===== config.mk =====
export PLATFORM = sky130hd
export DESIGN_NAME = haptic_motor_pulse_driver_flat
export DESIGN_NICKNAME = d
export VERILOG_FILES = /design/src/hmpd_pkg.sv /design/src/hmpd_cfg_if.sv /design/src/hmpd_req_if.sv /design/src/hmpd_rsp_if.sv /design/src/haptic_motor_pulse_driver.sv /design/src/flat_wrapper.sv
export VERILOG_INCLUDE_DIRS = /design/src /design/src/src
export SDC_FILE = /design/constraint.sdc
export NUM_CORES = 2
export LEC_CHECK = 0
export BUFFER_PORTS_ARGS = -buffer_cell sky130_fd_sc_hd__buf_2
export CORE_UTILIZATION = 50
export CTS_CLUSTER_DIAMETER = 40
export DETAILED_ROUTE_END_ITERATION = 7
export PLACE_DENSITY_LB_ADDON = 0.15
export SETUP_SLACK_MARGIN = 0.2
export SLEW_MARGIN = 20
export SYNTH_ARGS = -nofsm -noshare
export SYNTH_HDL_FRONTEND = slang
export SYNTH_SLANG_ARGS = --single-unit

===== constraint.sdc =====
create_clock -name clk -period 12.3 [get_ports clk]
set_input_delay 1.23 -clock clk [delete_from_list [all_inputs] [get_ports clk]]
set_output_delay 1.23 -clock clk [all_outputs]
set_load 0.02 [all_outputs]

===== src/haptic_motor_pulse_driver_defines.svh =====
// Assertion helpers, clocked on clk and held off during arst_n.
`ifndef HAPTIC_MOTOR_PULSE_DRIVER_DEFINES_SVH
`define HAPTIC_MOTOR_PULSE_DRIVER_DEFINES_SVH

// Same-cycle implication.
`define HMPD_ASSERT_NOW(label, ante, cons, msg) \
	label: assert property (@(posedge clk) disable iff (!arst_n) (ante) |-> (cons)) else $error(msg);

// Next-cycle implication.
`define HMPD_ASSERT_NEXT(label, ante, cons, msg) \
	label: assert property (@(posedge clk) disable iff (!arst_n) (ante) |=> (cons)) else $error(msg);

`endif


===== src/hmpd_pkg.sv =====
package hmpd_pkg;

	localparam int PAD_COUNT_DEF = 4;
	localparam int MASK_W        = 4;
	localparam int PAD_W         = 2;
	localparam int RATE_W        = 16;
	localparam int DECAY_W       = 10;
	localparam int LIFE_W        = 15;
	localparam int ACC_W         = 18;
	localparam int STOP_W        = 2;
	localparam int PROD_W        = RATE_W + DECAY_W;

	// 100.0 in Q8.8
	localparam logic [ACC_W-1:0]   FULL_STEP  = ACC_W'(25600);
	localparam logic [RATE_W-1:0]  RATE_MAX   = '1;
	localparam logic [ACC_W-1:0]   ACC_MAX    = '1;
	localparam logic [DECAY_W-1:0] DECAY_MAX  = DECAY_W'(512);
	localparam logic [STOP_W-1:0]  STOP_TICKS = STOP_W'(3);

	typedef enum logic [1:0] {
		KIND_TICK,
		KIND_START,
		KIND_DELAY,
		KIND_STOP_ALL
	} kind_t;

endpackage


===== src/hmpd_cfg_if.sv =====
interface hmpd_cfg_if;
	import hmpd_pkg::*;

	logic              valid;
	logic              ready;
	logic [MASK_W-1:0] pads_present_mask;

	modport source (output valid, output pads_present_mask, input ready);
	modport sink (input valid, input pads_present_mask, output ready);

endinterface


===== src/hmpd_req_if.sv =====
interface hmpd_req_if;
	import hmpd_pkg::*;

	logic               valid;
	logic               ready;
	kind_t              kind;
	logic [PAD_W-1:0]   pad;
	logic [RATE_W-1:0]  rate;
	logic [DECAY_W-1:0] decay;
	logic [LIFE_W-1:0]  life_ticks;
	logic [LIFE_W-1:0]  delay_ticks;

	modport source (
		output valid, output kind, output pad, output rate, output decay,
		output life_ticks, output delay_ticks, input ready
	);
	modport sink (
		input valid, input kind, input pad, input rate, input decay,
		input life_ticks, input delay_ticks, output ready
	);

endinterface


===== src/hmpd_rsp_if.sv =====
interface hmpd_rsp_if;
	import hmpd_pkg::*;

	logic              valid;
	logic              ready;
	logic [MASK_W-1:0] motor_on_mask;
	logic [MASK_W-1:0] start_cmd_mask;
	logic [MASK_W-1:0] stop_cmd_mask;

	modport source (
		output valid, output motor_on_mask, output start_cmd_mask,
		output stop_cmd_mask, input ready
	);
	modport sink (
		input valid, input motor_on_mask, input start_cmd_mask,
		input stop_cmd_mask, output ready
	);

endinterface


===== src/haptic_motor_pulse_driver.sv =====
// channel | dir | beat
// --------+-----+-------------------------------------------------------
// cfg     | in  | pads_present_mask write, always ready
// req     | in  | kind, pad, rate, decay, life_ticks, delay_ticks
// rsp     | out | motor_on_mask, start_cmd_mask, stop_cmd_mask
//
// Tick beat: the pads pass one by one through the shared pad datapath (one 16x10
// multiply, saturating add, compare), min(PAD_COUNT,4) pads per beat.
// Start, delayed start and stop-all go once through RUN, then through DONE.
// req is ready only in idle; a finished result waits in DONE until the rsp
// register is free, then req opens while the result sits there.
// Reset clears all pad state at once; no clearing pass.
`include "haptic_motor_pulse_driver_defines.svh"

module haptic_motor_pulse_driver #(
	parameter int PAD_COUNT = hmpd_pkg::PAD_COUNT_DEF
) (
	input logic        clk,
	input logic        arst_n,
	hmpd_cfg_if.sink   cfg,
	hmpd_req_if.sink   req,
	hmpd_rsp_if.source rsp
);
	import hmpd_pkg::*;

	localparam int NPADS = (PAD_COUNT < MASK_W) ? PAD_COUNT : MASK_W;
	localparam int IDX_W = (NPADS > 1) ? $clog2(NPADS) : 1;
	localparam logic [IDX_W-1:0] LAST_PAD = IDX_W'(NPADS - 1);

	typedef enum logic [1:0] {ST_IDLE, ST_RUN, ST_DONE} state_t;

	state_t state_q;
	logic [IDX_W-1:0]  cnt_q;
	logic [MASK_W-1:0] cfg_mask_q;

	// latched beat
	kind_t              kind_q;
	logic [PAD_W-1:0]   pad_q;
	logic [RATE_W-1:0]  in_rate_q;
	logic [DECAY_W-1:0] in_decay_q;
	logic [LIFE_W-1:0]  in_life_q;
	logic [LIFE_W-1:0]  in_delay_q;
	logic [MASK_W-1:0]  starts_q;
	logic [MASK_W-1:0]  stops_q;

	// per-pad state
	logic [RATE_W-1:0]  rate_q   [NPADS];
	logic [DECAY_W-1:0] decay_q  [NPADS];
	logic [ACC_W-1:0]   acc_q    [NPADS];
	logic [LIFE_W-1:0]  life_q   [NPADS];
	logic [STOP_W-1:0]  stop_q   [NPADS];
	logic [NPADS-1:0]   run_q;
	logic [RATE_W-1:0]  prate_q  [NPADS];
	logic [DECAY_W-1:0] pdecay_q [NPADS];
	logic [LIFE_W-1:0]  plife_q  [NPADS];
	logic [LIFE_W-1:0]  pdelay_q [NPADS];

	logic               rsp_valid_q;
	logic [MASK_W-1:0]  on_mask_q;
	logic [MASK_W-1:0]  start_mask_q;
	logic [MASK_W-1:0]  stop_mask_q;

	logic [IDX_W-1:0]   idx;
	logic               pad_ok;
	logic               slot_free;
	logic [DECAY_W-1:0] decay_clamped;

	// shared pad datapath
	logic               fire;
	logic [RATE_W-1:0]  e_rate;
	logic [DECAY_W-1:0] e_decay;
	logic [LIFE_W-1:0]  e_life;
	logic [STOP_W-1:0]  e_stop;
	logic [ACC_W:0]     acc_sum;
	logic [ACC_W-1:0]   acc_sat;
	logic [PROD_W-1:0]  prod;
	logic [ACC_W-1:0]   prod_sh;
	logic [RATE_W-1:0]  n_rate;
	logic [ACC_W-1:0]   n_acc;
	logic [LIFE_W-1:0]  n_life;
	logic [STOP_W-1:0]  n_stop;
	logic               n_run;
	logic [LIFE_W-1:0]  n_plife;
	logic [LIFE_W-1:0]  n_pdelay;
	logic               start_bit;
	logic               stop_bit;

	assign cfg.ready = 1'b1;
	assign req.ready = (state_q == ST_IDLE);
	assign rsp.valid = rsp_valid_q;
	assign rsp.motor_on_mask  = on_mask_q;
	assign rsp.start_cmd_mask = start_mask_q;
	assign rsp.stop_cmd_mask  = stop_mask_q;

	assign slot_free     = !rsp_valid_q || rsp.ready;
	assign decay_clamped = (req.decay > DECAY_MAX) ? DECAY_MAX : req.decay;
	assign pad_ok        = (int'(pad_q) < NPADS) && cfg_mask_q[pad_q];
	assign idx           = (kind_q == KIND_TICK) ? cnt_q : IDX_W'(pad_q);

	always_comb begin
		fire    = (plife_q[idx] != '0) && (pdelay_q[idx] == '0) && (life_q[idx] == '0);
		e_rate  = fire ? prate_q[idx]  : rate_q[idx];
		e_decay = fire ? pdecay_q[idx] : decay_q[idx];
		e_life  = fire ? plife_q[idx]  : life_q[idx];
		e_stop  = fire ? STOP_TICKS    : stop_q[idx];

		acc_sum = {1'b0, acc_q[idx]} + (ACC_W + 1)'(e_rate);
		acc_sat = acc_sum[ACC_W] ? ACC_MAX : acc_sum[ACC_W-1:0];
		prod    = PROD_W'(e_rate) * PROD_W'(e_decay);
		prod_sh = prod[PROD_W-1:8];

		n_rate    = e_rate;
		n_acc     = acc_q[idx];
		n_life    = e_life;
		n_stop    = e_stop;
		n_run     = run_q[idx];
		n_plife   = plife_q[idx];
		n_pdelay  = pdelay_q[idx];
		start_bit = 1'b0;
		stop_bit  = 1'b0;

		if (plife_q[idx] != '0) begin
			if (pdelay_q[idx] == '0) begin
				n_plife = '0;
			end else begin
				n_pdelay = pdelay_q[idx] - 1'b1;
			end
		end

		if (e_life != '0) begin
			n_life = e_life - 1'b1;
			n_rate = (prod_sh[ACC_W-1:RATE_W] != '0) ? RATE_MAX : prod_sh[RATE_W-1:0];
			if (acc_sat >= FULL_STEP) begin
				start_bit = !run_q[idx];
				n_run     = 1'b1;
				n_acc     = acc_sat - FULL_STEP;
			end else begin
				stop_bit = run_q[idx];
				n_run    = 1'b0;
				n_acc    = acc_sat;
			end
		end else if (e_stop != '0) begin
			stop_bit = 1'b1;
			n_run    = 1'b0;
			n_stop   = e_stop - 1'b1;
			if (acc_q[idx] > FULL_STEP) begin
				n_acc = acc_q[idx] - FULL_STEP;
			end
			if (n_stop == '0) begin
				n_rate = '0;
				n_acc  = '0;
			end
		end
	end

	always_ff @(posedge clk or negedge arst_n) begin
		if (!arst_n) begin
			state_q      <= ST_IDLE;
			cnt_q        <= '0;
			cfg_mask_q   <= '0;
			kind_q       <= KIND_TICK;
			pad_q        <= '0;
			in_rate_q    <= '0;
			in_decay_q   <= '0;
			in_life_q    <= '0;
			in_delay_q   <= '0;
			starts_q     <= '0;
			stops_q      <= '0;
			run_q        <= '0;
			rsp_valid_q  <= 1'b0;
			on_mask_q    <= '0;
			start_mask_q <= '0;
			stop_mask_q  <= '0;
			for (int p = 0; p < NPADS; p++) begin
				rate_q[p]   <= '0;
				decay_q[p]  <= '0;
				acc_q[p]    <= '0;
				life_q[p]   <= '0;
				stop_q[p]   <= '0;
				prate_q[p]  <= '0;
				pdecay_q[p] <= '0;
				plife_q[p]  <= '0;
				pdelay_q[p] <= '0;
			end
		end else begin
			if (cfg.valid) begin
				cfg_mask_q <= cfg.pads_present_mask;
			end
			// DONE reloads the slot itself when it drains
			if (rsp_valid_q && rsp.ready && state_q != ST_DONE) begin
				rsp_valid_q <= 1'b0;
			end

			unique case (state_q)
				ST_IDLE: begin
					if (req.valid) begin
						kind_q     <= req.kind;
						pad_q      <= req.pad;
						in_rate_q  <= req.rate;
						in_decay_q <= decay_clamped;
						in_life_q  <= req.life_ticks;
						in_delay_q <= req.delay_ticks;
						starts_q   <= '0;
						stops_q    <= '0;
						cnt_q      <= '0;
						state_q    <= ST_RUN;
					end
				end
				ST_RUN: begin
					unique case (kind_q)
						KIND_TICK: begin
							if (cfg_mask_q[cnt_q]) begin
								rate_q[cnt_q]   <= n_rate;
								decay_q[cnt_q]  <= e_decay;
								acc_q[cnt_q]    <= n_acc;
								life_q[cnt_q]   <= n_life;
								stop_q[cnt_q]   <= n_stop;
								run_q[cnt_q]    <= n_run;
								plife_q[cnt_q]  <= n_plife;
								pdelay_q[cnt_q] <= n_pdelay;
								starts_q[cnt_q] <= start_bit;
								stops_q[cnt_q]  <= stop_bit;
							end
						end
						KIND_START: begin
							if (pad_ok && life_q[idx] == '0) begin
								stop_q[idx]  <= STOP_TICKS;
								life_q[idx]  <= in_life_q;
								decay_q[idx] <= in_decay_q;
								rate_q[idx]  <= in_rate_q;
							end
						end
						KIND_DELAY: begin
							if (pad_ok && life_q[idx] == '0) begin
								prate_q[idx]  <= in_rate_q;
								pdecay_q[idx] <= in_decay_q;
								plife_q[idx]  <= in_life_q;
								pdelay_q[idx] <= in_delay_q;
							end
						end
						KIND_STOP_ALL: begin
							for (int p = 0; p < NPADS; p++) begin
								if (cfg_mask_q[p]) begin
									life_q[p] <= '0;
								end
							end
						end
						default: ;
					endcase
					if (kind_q != KIND_TICK || cnt_q == LAST_PAD) begin
						state_q <= ST_DONE;
					end else begin
						cnt_q <= cnt_q + 1'b1;
					end
				end
				ST_DONE: begin
					if (slot_free) begin
						rsp_valid_q  <= 1'b1;
						on_mask_q    <= MASK_W'(run_q);
						start_mask_q <= starts_q;
						stop_mask_q  <= stops_q;
						cnt_q        <= '0;
						state_q      <= ST_IDLE;
					end
				end
				default: state_q <= ST_IDLE;
			endcase
		end
	end

	`HMPD_ASSERT_NEXT(a_accept_leaves_idle, req.valid && req.ready, state_q == ST_RUN, "beat accepted but sequencer did not start")
	`HMPD_ASSERT_NOW(a_cmd_disjoint, rsp.valid, (rsp.start_cmd_mask & rsp.stop_cmd_mask) == '0, "start and stop on the same pad")
	`HMPD_ASSERT_NOW(a_start_means_on, rsp.valid, (rsp.start_cmd_mask & ~rsp.motor_on_mask) == '0, "start issued but motor reads off")
	`HMPD_ASSERT_NOW(a_cnt_range, state_q == ST_RUN, int'(cnt_q) < NPADS, "pad counter out of range")
	`HMPD_ASSERT_NOW(a_life_keeps_stop, life_q[cnt_q] != '0, stop_q[cnt_q] == STOP_TICKS, "live pad lost its stop ticks")

endmodule

===== src/flat_wrapper.sv =====
// flat-port wrapper written by rule: the top's interface ports become plain ports
module haptic_motor_pulse_driver_flat import hmpd_pkg::*;
#(
	parameter int PAD_COUNT = hmpd_pkg::PAD_COUNT_DEF
)
  (clk, arst_n, cfg_valid, cfg_pads_present_mask, cfg_ready, req_valid, req_kind, req_pad, req_rate, req_decay, req_life_ticks, req_delay_ticks, req_ready, rsp_valid, rsp_motor_on_mask, rsp_start_cmd_mask, rsp_stop_cmd_mask, rsp_ready);
  hmpd_cfg_if cfg_i ();
  hmpd_req_if req_i ();
  hmpd_rsp_if rsp_i ();
  input logic clk;
  input logic arst_n;
  input wire logic [$bits(cfg_i.valid)-1:0] cfg_valid;
  input wire logic [$bits(cfg_i.pads_present_mask)-1:0] cfg_pads_present_mask;
  output wire logic [$bits(cfg_i.ready)-1:0] cfg_ready;
  input wire logic [$bits(req_i.valid)-1:0] req_valid;
  input wire logic [$bits(req_i.kind)-1:0] req_kind;
  input wire logic [$bits(req_i.pad)-1:0] req_pad;
  input wire logic [$bits(req_i.rate)-1:0] req_rate;
  input wire logic [$bits(req_i.decay)-1:0] req_decay;
  input wire logic [$bits(req_i.life_ticks)-1:0] req_life_ticks;
  input wire logic [$bits(req_i.delay_ticks)-1:0] req_delay_ticks;
  output wire logic [$bits(req_i.ready)-1:0] req_ready;
  output wire logic [$bits(rsp_i.valid)-1:0] rsp_valid;
  output wire logic [$bits(rsp_i.motor_on_mask)-1:0] rsp_motor_on_mask;
  output wire logic [$bits(rsp_i.start_cmd_mask)-1:0] rsp_start_cmd_mask;
  output wire logic [$bits(rsp_i.stop_cmd_mask)-1:0] rsp_stop_cmd_mask;
  input wire logic [$bits(rsp_i.ready)-1:0] rsp_ready;
  assign cfg_i.valid = cfg_valid;
  assign cfg_i.pads_present_mask = cfg_pads_present_mask;
  assign cfg_ready = cfg_i.ready;
  assign req_i.valid = req_valid;
  assign req_i.kind = req_kind;
  assign req_i.pad = req_pad;
  assign req_i.rate = req_rate;
  assign req_i.decay = req_decay;
  assign req_i.life_ticks = req_life_ticks;
  assign req_i.delay_ticks = req_delay_ticks;
  assign req_ready = req_i.ready;
  assign rsp_valid = rsp_i.valid;
  assign rsp_motor_on_mask = rsp_i.motor_on_mask;
  assign rsp_start_cmd_mask = rsp_i.start_cmd_mask;
  assign rsp_stop_cmd_mask = rsp_i.stop_cmd_mask;
  assign rsp_i.ready = rsp_ready;
  haptic_motor_pulse_driver #(.PAD_COUNT(PAD_COUNT)) u_core (.clk(clk), .arst_n(arst_n), .cfg(cfg_i), .req(req_i), .rsp(rsp_i));
endmodule

# Word level (Yosys, flattened, before mapping)
# Cells that the tools add are included.
# classes
add_sub_neg,7
n_mul,1
n_lt_le_gt_ge,11
n_eq_ne,20
muxes,140
bitwise,3
n_reduce_logical,40
# ops
op,n
bitwise mux 60 bit,6
2-to-1 mux 60 bit,6
2-to-1 mux 15 bit,18
case mux 60 bit (2 select lines),2
bitwise mux 64 bit,3
case mux 60 bit (3 select lines),1
2-to-1 mux 16 bit,11
2-to-1 mux 18 bit,9
2-to-1 mux 64 bit,2
case mux 64 bit (2 select lines),1
bitwise mux 40 bit,3
binary-select mux 15 bit (select 2 bit),3
2-to-1 mux 10 bit,8
2-to-1 mux 40 bit,2
case mux 40 bit (2 select lines),1
bitwise mux 72 bit,1
binary-select mux 16 bit (select 2 bit),2
demux 16 bit (select 2 bit),2
demux 15 bit (select 2 bit),2
binary-select mux 10 bit (select 2 bit),2
demux 10 bit (select 2 bit),2
binary-select mux 18 bit (select 2 bit),1
demux 18 bit (select 2 bit),1
subtractor 18 x 15 -> 18 bit (second input constant),2
other kinds (43),131
# totals
regBits,561
wordCells,274

# Longest topological paths before layout
# depth
ltp_word,19
ltp_mapped,44
mapped_depth_nobuf,35

# Worst setup path before layout
# OpenSTA, ideal clock, no wires.
# synth_timing
path_type,register to register
start,register u_core.kind_q[0]
end,register u_core.rate_q[16] (netlist bit)
setup_ps,82
arrival_ps,9871
path_slack_ps,2347
stages_incl_launch_ff,43
period_less_slack_ps,9953
cell_sequence,dfrtp_1 > buf_6 > nor2_4 > o21ai_1 > buf_4 > buf_4 > buf_2 > buf_1 > clkbuf_1 > a221oi_1 > ha_1 > and3_1 > nand4_2 > buf_2 > a2111o_1 > buf_2 > clkbuf_1 > or3_1 > (+7 left out) > fa_1 > fa_1 > inv_1 > fa_1 > inv_1 > ha_1 > a21o_1 > a21o_1 > a21o_1 > a221o_1 > o21ai_0 > o21ai_0 > a21o_1 > a21oi_1 > mux2i_2 > a211oi_1 > nand3b_1 > a31oi_1
# synth_via
elab_chain_cells,18
elab_cells_between_ends,62
cone_classes,1 x add/sub; 1 x mul; 2 x order compare; 3 x eq/ne; 40 x mux; 1 x bitwise; 14 x reduce/logical
# synth_lines
element,line,rtl
from (decl),haptic_motor_pulse_driver.sv:37,kind_t kind_q;
from (signal assigned),haptic_motor_pulse_driver.sv:197,kind_q <= req.kind;
"parallel branches: the longest is 18 deep, another holds multiplier 16 x 10 -> 26 bit",n/a,
"to (signal, indexed assignment)",haptic_motor_pulse_driver.sv:213,rate_q[cnt_q] <= n_rate;
"to (signal, indexed assignment)",haptic_motor_pulse_driver.sv:230,rate_q[idx] <= in_rate_q;
to (decl),haptic_motor_pulse_driver.sv:47,logic [RATE_W-1:0] rate_q [NPADS];
# Parallel ways; which one is timed is not known. The select of a mux whose other input is x is not followed.
# A chain may end at the register's enable or synchronous reset.

# Worst setup path after layout
# layout_timing
start,register u_core.kind_q[0]
end,register u_core.rate_q[1] (netlist bit)
# The elaborated chain is that of the path after synthesis.

==> impl_metrics.tcl <==
set metrics [dict create \
    outcome "finished with violations" \
    violations "design-rule violations" \
    viasPerCell 6.21 \
    async_flop_share_pct 100 \
    ctsResizeCount 0 \
    synth_nets 3985 \
    finalHoldViolCount 0 \
    die_w_um 262 \
    grt_setup_unrepaired "false" \
    start_util_pct 50.5 \
    worstSkewPairLatency_ns 0.66 \
    clk_pin_slew_ns 0.06 \
    cp_slowest_stage_delay_ns 0.90 \
    h-tree-depth 3 \
    cp-start-kind "flop" \
    hold_path_class "flop to flop" \
    synth_area_um2 33800 \
    dr.pass1.iters 8 \
    cts_buffers 92 \
    cpMostUsedCell "fa_1" \
    setup_viol 0 \
    synth.distinct_cells 96 \
    worst-slew-pin-transition_ns 1.13 \
    synth_top_cell_by_area "dfrtp_1" \
    synth_top_area_share_pct 41.5 \
    cp-end-kind "flop" \
    core_area_um2 67000 \
    ios 84 \
    crit_fanout 54 \
    yosysWarnings 0 \
    crit_type "flop to flop" \
    die_h_um 262 \
    synth_commonest_cells "704 x nand2_1, 561 x dfrtp_1, 261 x nor2_1, 258 x o21ai_0, 208 x a22oi_1" \
    met3_usage_pct 4.22 \
    ant_nets 0 \
    whs_ns 0.477 \
    use_met2_pct 51.0 \
    period_needed_ns 11.51 \
    clock-sinks 561 \
    drc 2 \
    drive_gt1_share_pct 14.4 \
    layout.nets 3992 \
    overflow 0 \
    critPathRequiredTime_ns 12.81 \
    antenna_found_initial 0 \
    synthCells 3720 \
    routed_wl_um 107000 \
    fin_crit_sh_pct 93.5 \
    routedWlPerCell_um 22.8 \
    syn_avg_cell_area_um2 9.10 \
    crit_arrival_ns 12.02 \
    die-area_um2 68700 \
    slew_headroom_pct 24.9 \
    synth_edf_count 0 \
    finClkSkew_ns 0.0470 \
    grt_pass1_vias 28600 \
    drv_cap 0 \
    synthToLayoutAreaGrowth_pct 14.5 \
    ys_seq_area_share_pct 41.5 \
    fin_setup_tns_ns 0 \
    drtIter0Drc 2915 \
    grt_max_degree 167 \
    portBuffers 82 \
    postCtsSetupRepairBufs 0 \
    use_met1_pct 42.3 \
    grt_pass1_wl_um 167000 \
    report.final.slew_viol_count 0 \
    synth_ff_type "dfrtp_1" \
    fmax_ghz 0.0869 \
    place_congestion 0.936 \
    clockBufferDepth 3 \
    cts_tree "yes" \
    holdBufCountCts 0 \
    vias 29100 \
    synthTopCellsByArea "dfrtp_1 41%, nand2_1 7.8%, fa_1 6.5%" \
    critPathSlowestCell "a2111o_1" \
    row_count 95 \
    antenna_cells 0 \
    synth_most_common_cell "nand2_1" \
    grt.total_usage_pct 31.2 \
    dp_hpwl_um 70300 \
    ys_seq_elements 561 \
    grt_busiest_layer "met2" \
    root_buffer "clkbuf_16" \
]
==> sequential cells by signal, summed over array words and instances (netlist names), 8 cells and up <==
signal             cells
u_core.rate_q         64
u_core.pdelay_q       60
u_core.plife_q        60
u_core.in_delay_q     15
u_core.prate_q        64
u_core.in_decay_q     10
u_core.acc_q          72
u_core.stop_q          8
u_core.in_rate_q      16
u_core.life_q         60
u_core.in_life_q      15
u_core.decay_q        40
u_core.pdecay_q       40
==> area by class of cell <==
type / instances / area (µm²)
clock buffers: 114 / 2530
fillers: 5916 / 28300
well taps: 873 / 1090
inverters: 159 / 597
repair buffers: 180 / 1230
multi-input cells: 2733 / 18300
flip-flops and latches: 561 / 14000
clock inverters: 60 / 966
==> per-layer routing <==
| layer | wire length, µm | part of all wire [%] | vias to the layer above |
|---|---|---|---|
| li1 | - | - | 13200 |
| met2 | 50700 | 47 | 1179 |
| met4 | 3410 | 3.2 | 0 |
| met1 | 45800 | 43 | 14500 |
| met5 | 0 | 0 | - |
| met3 | 6850 | 6.4 | 208 |
==> cell usage in the layout (no fill, tap or decap), types with 93 or more instances in the layout <==
master | netlist | layout
mux2_2 | 138 | 138
fa_1 | 110 | 110
nand2_1 | 704 | 700
dfrtp_1 | 561 | 561
o21ai_0 | 258 | 257
clkbuf_16 | 0 | 93
a21oi_1 | 133 | 133
o22ai_1 | 106 | 106
a22oi_1 | 208 | 208
nor2_1 | 261 | 252
inv_1 | 158 | 158
==> cell families after synthesis <==
family / after synthesis / synth area share, %
compound gates: 1103 / 21.7
buf+inv: 426 / 5.00
simple gates: 1224 / 15.6
xor+xnor: 58 / 1.50
other cells: 1 / 0.0111
flops: 561 / 41.5
mux: 151 / 5.04
fa+ha+maj: 196 / 9.69
==> path summary, 6_finish.rpt <==
path | to | depth (start not counted) | from | slack [ns]
setup / recovery | u_core.rate_q[1] | 33 | u_core.kind_q[0] | 0.79
hold / removal | u_core.pdelay_q[59] | 2 | u_core.pdelay_q[59] | 0.48
setup reg to reg | u_core.rate_q[1] | 33 | u_core.kind_q[0] | 0.79
hold reg to reg | u_core.pdelay_q[59] | 2 | u_core.pdelay_q[59] | 0.48
max in group asynchronous | u_core.pdelay_q[44] | 3 | arst_n | 9.45
min in group asynchronous | u_core.plife_q[36] | 1 | arst_n | 0.62
==> critical path: cells and delay by family, from the launching register on <==
family | cells | cell delay, ns
buffers and inverters | 8 | 1.56
AND/OR/NAND/NOR | 6 | 1.66
flip-flops | 1 | 0.45
multiplexers | 1 | 0.62
adder cells (fa/ha/maj) | 6 | 2.73
AO/OA/AOI/OAI | 12 | 4.30
==> per-stage QoR <==
step	instance area (µm²)	worst slack (ns)	utilization, %	instances
floorplan	33800	2.35	-	3720
global placement	35300	1.19	52.6	4506
detailed placement	35300	1.04	52.6	4506
CTS	38800	1.01	57.8	4680
global route	38800	0.408	57.8	4680
finish	38800	0.794	57.8	4680
Power is not shown: default switching activity piles up to over one toggle a cycle in this logic, so the estimate is an artifact.
